==> config.mk <==
export PLATFORM = sky130hd
export DESIGN_NAME = button_click_hold_qualifier_top
export DESIGN_NICKNAME = d
export VERILOG_FILES = /design/src/bchq_pkg.sv /design/src/button_click_hold_qualifier_top.sv /design/src/bchq_a_click.sv /design/src/bchq_b_button.sv
export SDC_FILE = /design/constraint.sdc
export NUM_CORES = 1
export LEC_CHECK = 0
export BUFFER_PORTS_ARGS = -buffer_cell sky130_fd_sc_hd__buf_2
export CAP_MARGIN = 25
export CORE_AREA = 2 2 270 192
export DETAILED_ROUTE_END_ITERATION = 6
export DIE_AREA = 0 0 272 194
export GPL_TIMING_DRIVEN = 0
export PLACE_DENSITY_LB_ADDON = 0.2
export SLEW_MARGIN = 0
export SYNTH_ARGS = -nofsm -noshare
export SYNTH_HDL_FRONTEND = slang
export SYNTH_SLANG_ARGS = --single-unit
==> constraint.sdc <==
create_clock -name clk_i -period 5.15 [get_ports clk_i]
set_input_delay 0.7725 -clock clk_i [delete_from_list [all_inputs] [get_ports clk_i]]
set_output_delay 0.7725 -clock clk_i [all_outputs]
set_load 0.005 [all_outputs]
==> src/bchq_pkg.sv <==
// Package for the button click / hold qualifier.
// Holds shared types, configuration register indexes and reset values.
// No dependencies.
package bchq_pkg;

  localparam int unsigned TimeW = 32;
  localparam int unsigned CfgW  = 16;
  localparam int unsigned EvW   = 4;
  localparam int unsigned CfgIdxW = 3;

  // Reset values of the configuration registers, in milliseconds.
  localparam logic [CfgW-1:0] DebounceRst   = 16'd50;
  localparam logic [CfgW-1:0] LongPressRst  = 16'd1000;
  localparam logic [CfgW-1:0] VeryLongRst   = 16'd3000;
  localparam logic [CfgW-1:0] CooldownRst   = 16'd200;
  localparam logic [CfgW-1:0] IgnoreRst     = 16'd300;

  typedef enum logic [CfgIdxW-1:0] {
    CFG_DEBOUNCE  = 3'd0,
    CFG_LONG      = 3'd1,
    CFG_VERY_LONG = 3'd2,
    CFG_COOLDOWN  = 3'd3,
    CFG_IGNORE    = 3'd4
  } cfg_idx_e;

  // One poll as held in the input register.
  typedef struct packed {
    logic [TimeW-1:0] now_ms;
    logic [EvW-1:0]   key_events;
    logic             b_level;
  } poll_t;

  // Pulses of button B for one poll.
  typedef struct packed {
    logic click;
    logic hold;
    logic very_long;
  } b_pulse_t;

  // One result beat.
  typedef struct packed {
    logic     a_click;
    b_pulse_t b;
  } result_t;

endpackage

==> src/button_click_hold_qualifier_top.sv <==
// Top level of the button click / hold qualifier.
// Each poll passes the input register and then the result register.
// Throughput: one poll per cycle; the input register and the result register
// each advance whenever the stage after them is empty or not stalled.
// Reset: asynchronous, active low; clears all qualifier state and loads the
// default timing registers. Depends on bchq_pkg, bchq_a_click, bchq_b_button.
module button_click_hold_qualifier_top (
  input  logic                               clk_i,
  input  logic                               rst_ni,
  // Poll input channel.
  input  logic                               in_valid_i,
  output logic                               in_stall_o,
  input  logic [bchq_pkg::TimeW-1:0]         now_ms_i,
  input  logic [bchq_pkg::EvW-1:0]           key_events_i,
  input  logic                               b_level_pressed_i,
  // Result channel.
  output logic                               out_valid_o,
  input  logic                               out_stall_i,
  output logic                               a_click_o,
  output logic                               b_click_o,
  output logic                               b_hold_o,
  output logic                               b_very_long_o,
  // Configuration write port.
  input  logic                               cfg_we_i,
  input  logic [bchq_pkg::CfgIdxW-1:0]       cfg_idx_i,
  input  logic [bchq_pkg::CfgW-1:0]          cfg_data_i
);

  // Timing registers, all in milliseconds.
  logic [bchq_pkg::CfgW-1:0] debounce_q;
  logic [bchq_pkg::CfgW-1:0] long_q;
  logic [bchq_pkg::CfgW-1:0] very_long_q;
  logic [bchq_pkg::CfgW-1:0] cooldown_q;
  logic [bchq_pkg::CfgW-1:0] ignore_q;

  // Input register holding the poll under evaluation.
  logic                in_vld_q, in_vld_d;
  bchq_pkg::poll_t     in_q;
  // Result register.
  logic                out_vld_q, out_vld_d;
  bchq_pkg::result_t   out_q;
  bchq_pkg::result_t   result;

  logic advance;   // result register can take a new beat this cycle
  logic step;      // the held poll is evaluated and the qualifier state moves
  logic accept;    // a new poll beat enters the input register

  // The result register frees up when it is empty or its beat is taken.
  assign advance    = ~out_vld_q | ~out_stall_i;
  assign step       = in_vld_q & advance;
  // The input register refills in the same cycle it hands its poll onward,
  // so polls stream at full rate while the output side keeps up.
  assign in_stall_o = in_vld_q & ~advance;
  assign accept     = in_valid_i & ~in_stall_o;

  always_comb begin
    in_vld_d = in_vld_q;
    if (accept) begin
      in_vld_d = 1'b1;
    end else if (step) begin
      in_vld_d = 1'b0;
    end
    out_vld_d = out_vld_q;
    if (advance) begin
      out_vld_d = in_vld_q;
    end
  end

  always_ff @(posedge clk_i or negedge rst_ni) begin
    if (!rst_ni) begin
      in_vld_q  <= 1'b0;
      out_vld_q <= 1'b0;
    end else begin
      in_vld_q  <= in_vld_d;
      out_vld_q <= out_vld_d;
    end
  end

  // Payload registers carry no reset; their valid flags guard them.
  always_ff @(posedge clk_i) begin
    if (accept) begin
      in_q.now_ms     <= now_ms_i;
      in_q.key_events <= key_events_i;
      in_q.b_level    <= b_level_pressed_i;
    end
    if (step) begin
      out_q <= result;
    end
  end

  // Configuration writes. Indexes past the last register are dropped.
  always_ff @(posedge clk_i or negedge rst_ni) begin
    if (!rst_ni) begin
      debounce_q  <= bchq_pkg::DebounceRst;
      long_q      <= bchq_pkg::LongPressRst;
      very_long_q <= bchq_pkg::VeryLongRst;
      cooldown_q  <= bchq_pkg::CooldownRst;
      ignore_q    <= bchq_pkg::IgnoreRst;
    end else if (cfg_we_i) begin
      case (bchq_pkg::cfg_idx_e'(cfg_idx_i))
        bchq_pkg::CFG_DEBOUNCE:  debounce_q  <= cfg_data_i;
        bchq_pkg::CFG_LONG:      long_q      <= cfg_data_i;
        bchq_pkg::CFG_VERY_LONG: very_long_q <= cfg_data_i;
        bchq_pkg::CFG_COOLDOWN:  cooldown_q  <= cfg_data_i;
        bchq_pkg::CFG_IGNORE:    ignore_q    <= cfg_data_i;
        default: ;
      endcase
    end
  end

  // Button A: the release event qualified by the startup window and cooldown.
  bchq_a_click u_a_click (
    .clk_i         (clk_i),
    .rst_ni        (rst_ni),
    .step_i        (step),
    .now_ms_i      (in_q.now_ms),
    .key_events_i  (in_q.key_events),
    .cooldown_i    (cooldown_q),
    .ignore_time_i (ignore_q),
    .a_click_o     (result.a_click)
  );

  // Button B: debounced level with hold, very-long and click pulses.
  bchq_b_button u_b_button (
    .clk_i       (clk_i),
    .rst_ni      (rst_ni),
    .step_i      (step),
    .now_ms_i    (in_q.now_ms),
    .b_level_i   (in_q.b_level),
    .debounce_i  (debounce_q),
    .long_i      (long_q),
    .very_long_i (very_long_q),
    .pulse_o     (result.b)
  );

  assign out_valid_o   = out_vld_q;
  assign a_click_o     = out_q.a_click;
  assign b_click_o     = out_q.b.click;
  assign b_hold_o      = out_q.b.hold;
  assign b_very_long_o = out_q.b.very_long;

endmodule

==> src/bchq_a_click.sv <==
// Button A qualifier: first-poll flush, startup ignore window and click cooldown.
// Depends on bchq_pkg.
module bchq_a_click (
  input  logic                        clk_i,
  input  logic                        rst_ni,
  input  logic                        step_i,
  input  logic [bchq_pkg::TimeW-1:0]  now_ms_i,
  input  logic [bchq_pkg::EvW-1:0]    key_events_i,
  input  logic [bchq_pkg::CfgW-1:0]   cooldown_i,
  input  logic [bchq_pkg::CfgW-1:0]   ignore_time_i,
  output logic                        a_click_o
);

  logic                       first_done_q, first_done_d;
  logic [bchq_pkg::TimeW-1:0] ignore_until_q, ignore_until_d;
  logic [bchq_pkg::TimeW-1:0] last_click_q, last_click_d;
  logic                       release_ev;
  logic                       raw_a;
  logic [bchq_pkg::TimeW-1:0] since_click;

  always_comb begin
    first_done_d   = first_done_q;
    ignore_until_d = ignore_until_q;
    last_click_d   = last_click_q;
    // Events pending at the first poll are boot leftovers and are dropped.
    release_ev  = first_done_q & key_events_i[0];
    raw_a       = release_ev & ~(now_ms_i < ignore_until_q);
    since_click = now_ms_i - last_click_q;
    a_click_o   = raw_a &
                  (since_click >= {{(bchq_pkg::TimeW-bchq_pkg::CfgW){1'b0}}, cooldown_i});
    if (!first_done_q) begin
      first_done_d = 1'b1;
      if (key_events_i != '0) begin
        ignore_until_d = now_ms_i +
                         {{(bchq_pkg::TimeW-bchq_pkg::CfgW){1'b0}}, ignore_time_i};
      end
    end
    if (a_click_o) begin
      last_click_d = now_ms_i;
    end
  end

  always_ff @(posedge clk_i or negedge rst_ni) begin
    if (!rst_ni) begin
      first_done_q   <= 1'b0;
      ignore_until_q <= '0;
      last_click_q   <= '0;
    end else if (step_i) begin
      first_done_q   <= first_done_d;
      ignore_until_q <= ignore_until_d;
      last_click_q   <= last_click_d;
    end
  end

endmodule

==> src/bchq_b_button.sv <==
// Button B qualifier: debounce, one-shot hold and very-long pulses, click if released before hold.
// Depends on bchq_pkg.
module bchq_b_button (
  input  logic                        clk_i,
  input  logic                        rst_ni,
  input  logic                        step_i,
  input  logic [bchq_pkg::TimeW-1:0]  now_ms_i,
  input  logic                        b_level_i,
  input  logic [bchq_pkg::CfgW-1:0]   debounce_i,
  input  logic [bchq_pkg::CfgW-1:0]   long_i,
  input  logic [bchq_pkg::CfgW-1:0]   very_long_i,
  output bchq_pkg::b_pulse_t          pulse_o
);

  localparam int unsigned PadW = bchq_pkg::TimeW - bchq_pkg::CfgW;

  logic                       level_q, level_d;
  logic [bchq_pkg::TimeW-1:0] last_change_q, last_change_d;
  logic [bchq_pkg::TimeW-1:0] press_start_q, press_start_d;
  logic                       hold_fired_q, hold_fired_d;
  logic                       vl_fired_q, vl_fired_d;
  logic [bchq_pkg::TimeW-1:0] since_change;
  logic [bchq_pkg::TimeW-1:0] held;
  logic                       stable;

  always_comb begin
    level_d       = level_q;
    last_change_d = last_change_q;
    press_start_d = press_start_q;
    hold_fired_d  = hold_fired_q;
    vl_fired_d    = vl_fired_q;
    pulse_o       = '0;
    since_change  = now_ms_i - last_change_q;
    held          = now_ms_i - press_start_q;
    stable        = level_q;

    if ((b_level_i != level_q) && (since_change >= {{PadW{1'b0}}, debounce_i})) begin
      stable        = b_level_i;
      last_change_d = now_ms_i;
    end

    if (stable && !level_q) begin
      press_start_d = now_ms_i;
      hold_fired_d  = 1'b0;
      vl_fired_d    = 1'b0;
    end else if (stable && level_q) begin
      if (!hold_fired_q && (held >= {{PadW{1'b0}}, long_i})) begin
        pulse_o.hold = 1'b1;
        hold_fired_d = 1'b1;
      end
      if (!vl_fired_q && (held >= {{PadW{1'b0}}, very_long_i})) begin
        pulse_o.very_long = 1'b1;
        vl_fired_d        = 1'b1;
      end
    end else if (!stable && level_q) begin
      pulse_o.click = ~hold_fired_q;
      press_start_d = '0;
      hold_fired_d  = 1'b0;
      vl_fired_d    = 1'b0;
    end
    level_d = stable;
  end

  always_ff @(posedge clk_i or negedge rst_ni) begin
    if (!rst_ni) begin
      level_q       <= 1'b0;
      last_change_q <= '0;
      press_start_q <= '0;
      hold_fired_q  <= 1'b0;
      vl_fired_q    <= 1'b0;
    end else if (step_i) begin
      level_q       <= level_d;
      last_change_q <= last_change_d;
      press_start_q <= press_start_d;
      hold_fired_q  <= hold_fired_d;
      vl_fired_q    <= vl_fired_d;
    end
  end

endmodule

==> summary.md <==
| Metric | Value |
|---|---|
| Type of the most critical hold path | `in2async` |
| Min Hold Slack | `118 ps` |
| Data required time of the worst path | `5610 ps` |
| Reported leakage power | `between 0.009 and 0.01 uW` |
| Critical path data arrival time | `5890 ps` |
| Transition time at the pin with the least slew margin | `about 960 ps` |
| Net Sw Power | `4570 uW` |
| Post-Synthesis Mean Instance Area | `9.05 um^2` |
| Register Area | `6620 um^2` |
| Setup slack of the critical path after layout | `-283 ps` |
| Max stage delay on crit path | `600 ps` |
| Antenna Violating Nets Remaining | `0` |
| Buffers added on ports | `66` |
| Number of flops mapped to enable cells by yosys | `41` |
| Combinational share of power | `approximately 53%` |
| Sequential Power Share | `26.0%` |
| Nets | `2514` |
| Num rows | `69` |
| Tcrit/Tclk final | `105%` |
| Type of the worst setup path | `reg2reg` |
| Achievable clock frequency | `0.184 GHz` |
| Portion of the post-synthesis area used by sequential elements | `34.9%` |
| Multi-input gate area | `roughly 12000 um^2` |
| Most instantiated cells after synthesis | `sky130_fd_sc_hd__nand2_1 (232), sky130_fd_sc_hd__inv_1 (225), sky130_fd_sc_hd__ha_1 (207), sky130_fd_sc_hd__dfrtp_1 (191), sky130_fd_sc_hd__o21ai_0 (173)` |
| RSZ-0062 raised after global routing | `true` |
| Detailed-routing iteration count for the pre-antenna-repair pass | `5` |
| Critical Path Start | `in_q[6]$_DFFE_PP_` |
| Ys Warns | `0` |
| Weighted congestion at the end of routability-driven global placement | `0.886` |
| Grt total ovfl | `0` |
| Final routed DRC violation total | `0` |
| Overall power after layout | `11000 uW` |
| DRC marker count from the first detailed-route iteration | `1144` |
| Failing checks | `negative setup slack` |
| Die Outline Area | `~53000 um^2` |
| Via-to-Cell Ratio | `around 5.3` |
| Max-capacitance violation count | `0` |
| Post-Place Cell Area | `just over 20000 um^2` |
| Most used standard cell by instance count after synthesis | `sky130_fd_sc_hd__nand2_1` |
| Start of the worst register-to-register path | `in_q[6]$_DFFE_PP_` |
| Number of buffers inserted during clock tree synthesis | `30` |
| Overall via count from detail_route | `15704` |
| Maximum number of pins on one net before global-route repair | `82` |
| Endpoint of the most critical register-to-register path | `u_b_button.press_start_q[29]$_DFFE_PN0P_` |
| Count of mapped cells out of synthesis | `~2100` |
| Area grow syn2layout | `16.5%` |
| Initial core utilization | `37.8%` |
| DPL Wire Length | `42100 um` |
| CP endpoint | `u_b_button.press_start_q[29]$_DFFE_PN0P_` |
| Cell area after layout | `22100 um^2` |
| Final-report setup violation count | `36` |
| Wire length of the first global-routing pass | `86700 um` |
| Net switching fraction of the power | `41.7%` |
| Max clock buf depth | `3` |
| Unique cell type count in the Yosys netlist | `90` |
| Worst setup skew after layout | `19.9 ps` |
| Mean routed wirelength per cell | `approximately 19 um` |
| Total I/O pin count | `67` |
| Post-synth ARST share | `83.9%` |
| Vert. Die Dim | `194 um` |
| Post-synthesis instance area | `18900 um^2` |
| Number of nets produced by synthesis | `between 2000 and 2500` |
| Clock root buffer | `sky130_fd_sc_hd__clkbuf_16` |
| Share of cells above drive strength 1 | `16.0%` |
| Clock Power Share | `20.7%` |
| Crit path capture type | `register` |
| Overall die width | `~270 um` |
| Quantity of hold-fixing buffers added after cts | `0` |
| Final-report hold violation count | `0` |
| Status | `complete, but fails checks` |
| Library cell occupying the most area in the post-synthesis netlist | `sky130_fd_sc_hd__dfrtp_1` |
| Length in cells of the worst reg-to-reg path | `23` |
| Antenna violations before repair | `3` |
| TritonCTS clock tree | `done` |
| Vias in the first global route | `15473` |
| Count of pins over their slew limit | `0` |
| Standard cell core area | `about 50000 um^2` |
| Primary flip-flop cell chosen by synthesis mapping | `sky130_fd_sc_hd__dfrtp_1` |
| Critical path fanouts, max | `10` |
| Drt total wl | `54900 um` |
| Htree depth | `1` |
| Shortest clock period the worst path allows after layout | `5430 ps` |
| Internal power summed over all cells | `6390 uW` |
| Top area cells in the synthesized netlist | `sky130_fd_sc_hd__dfrtp_1 (25%), sky130_fd_sc_hd__ha_1 (14%), sky130_fd_sc_hd__edfxtp_1 (6.5%)` |
| Relative slew margins | `35.3%` |
| Number of clock sinks | `255` |
| Proportion of netlist area held by the largest area contributor | `about a quarter` |
| Pwr/cell area | `497 nW/um^2` |
| Number of fillers in the final layout | `4853` |
| Clock insertion delay at the later pin of the skew report | `590 ps` |
| Reg clk slew, reported paths | `roughly 70 ps` |
| Worst-path cell with the longest stage delay | `sky130_fd_sc_hd__or4_4` |
| Worst setup SP type | `register` |
| Slack of the worst reg-to-reg path | `-280 ps` |
| Max rail drop VDD | `299 uV` |
| List of cells traversed by the critical path | `buf_6 > ha_4 > nor2b_4 > o31a_1 > o21a_1 > o21ai_2 > o21ai_1 > xor2_1 > ha_1 > nand4_1 > a21oi_2 > a2111oi_4 > o21ai_1 > a2111o_1 > a211oi_2 > nand4_2 > or4_4 > a21o_4 > ha_4 > nand2b_4 > clkbuf_8 > nand2_1 > o21ai_0` |
| Global-route total usage across every layer | `between 20% and 30%` |
| Flip-flop and latch count after synthesis | `between 200 and 300` |
## sequential cells by signal, indices dropped and copies added (netlist names), 16 cells and up
name                      cells
cooldown_q                   16
debounce_q                   16
ignore_q                     16
in_q                         37
long_q                       16
u_a_click.ignore_until_q     32
u_a_click.last_click_q       32
u_b_button.last_change_q     32
u_b_button.press_start_q     32
very_long_q                  16
## through the flow
step           utilization [%]  TNS [ps]  cells  setup slack (ps)
3_5_place_dp              40.6    -97940   2836             -1620
3_3_place_gp              40.4   -200020   2833             -1460
5_1_grt                   44.0    -14110   2940              -456
6_report                  44.0     -8320   2941              -283
4_1_cts                   43.5     -7880   2926              -257
2_1_floorplan                -         0   2093            0.0875
## critical path: cells and delay by family (launching register included)
kind / cells / cell delay (ps)
XOR/XNOR: 1 / 190
flip-flops: 1 / 420
buffers and inverters: 2 / 350
AND/OR/NAND/NOR: 6 / 1310
adder cells (fa/ha/maj): 3 / 790
AO/OA/AOI/OAI: 11 / 2240
## power groups by stage
stage | Sequential, uW | Combinational, uW | Clock, uW
after global placement | 2880 | 5410 | 0
final | 2850 | 5850 | 2270
after CTS | 2850 | 5710 | 2330
after global routing | 2910 | 6570 | 2420
after floorplan | 2790 | 4210 | 0
after detailed placement | 2900 | 5500 | 0
## cell families (layout without fill, tap and decap cells)
logic type / Yosys count / after routing / synth area share, %
xor gates and xnor gates: 86 / 86 / 3.98
DFF: 255 / 255 / 34.9
muxes: 107 / 107 / 6.88
adders and majority gates: 211 / 211 / 14.1
and+or+nand+nor: 557 / 558 / 14.2
other: 0 / 1 / 0
buffers and inverters: 290 / 462 / 5.96
AOI/OAI and AO/OA: 587 / 587 / 19.9
## layer usage
| layer | GRT usage [%] | share of wire, % | routed length (um) | vias up |
|---|---|---|---|---|
| met5 | 0 | 0 | 0 | - |
| met4 | 4.25 | 1.9 | 1060 | 0 |
| met3 | 3.29 | 5.0 | 2750 | 52 |
| met2 | 31.1 | 42 | 23100 | 307 |
| met1 | 31.4 | 51 | 28000 | 7581 |
| li1 | - | - | - | 7764 |
## what timing repair did
action,4_1_cts,5_1_grt
setup buffers,34,14
cloned,2,0
setup endpoints to repair,103,98
resized for setup,51,39
pin swaps,15,17
## cell usage in the layout (no fill, tap or decap), drive strengths merged, types with 13 or more instances in the layout
cell	synthesis	layout
a211oi	26	26
a21o	75	75
a21oi	134	134
a31oi	19	19
and3	17	17
buf	14	134
clkbuf	51	85
dfrtp	191	191
dfstp	23	23
edfxtp	41	41
ha	207	207
inv	225	226
mux2	98	98
nand2	232	232
nand2b	25	26
nand3	40	40
nand4	36	36
nor2	95	95
nor2b	23	23
nor3	23	23
nor4	14	14
o211ai	13	13
o21a	24	24
o21ai	185	185
o31ai	14	14
xnor2	52	52
xor2	34	34
## cell type report
cell class	count	area share, %
antenna	1	0.0113
buffer	63	1.65
clock buffer	38	3.77
clock inverter	18	0.992
inverter	225	3.85
multi-input combinational	1549	52.3
sequential	255	30.0
tap	674	3.82
timing repair buffer	118	3.62
## worst min-delay path by stage
stage | start | endpoint | slack [ps] | depth (start not counted)
finish | rst_ni | very_long_q[10]$_DFFE_PN0P_ | 120 | 1
detailed placement | u_a_click.ignore_until_q[4]$_DFFE_PN0P_ | u_a_click.ignore_until_q[4]$_DFFE_PN0P_ | 470 | 2
CTS | rst_ni | cooldown_q[12]$_DFFE_PN0P_ | 110 | 1
floorplan | u_a_click.ignore_until_q[4]$_DFFE_PN0P_ | u_a_click.ignore_until_q[4]$_DFFE_PN0P_ | 450 | 2
global route | rst_ni | very_long_q[10]$_DFFE_PN0P_ | 140 | 1
global placement | u_b_button.press_start_q[8]$_DFFE_PN0P_ | u_b_button.press_start_q[8]$_DFFE_PN0P_ | 460 | 2
Power figures use the tool's default switching activity.
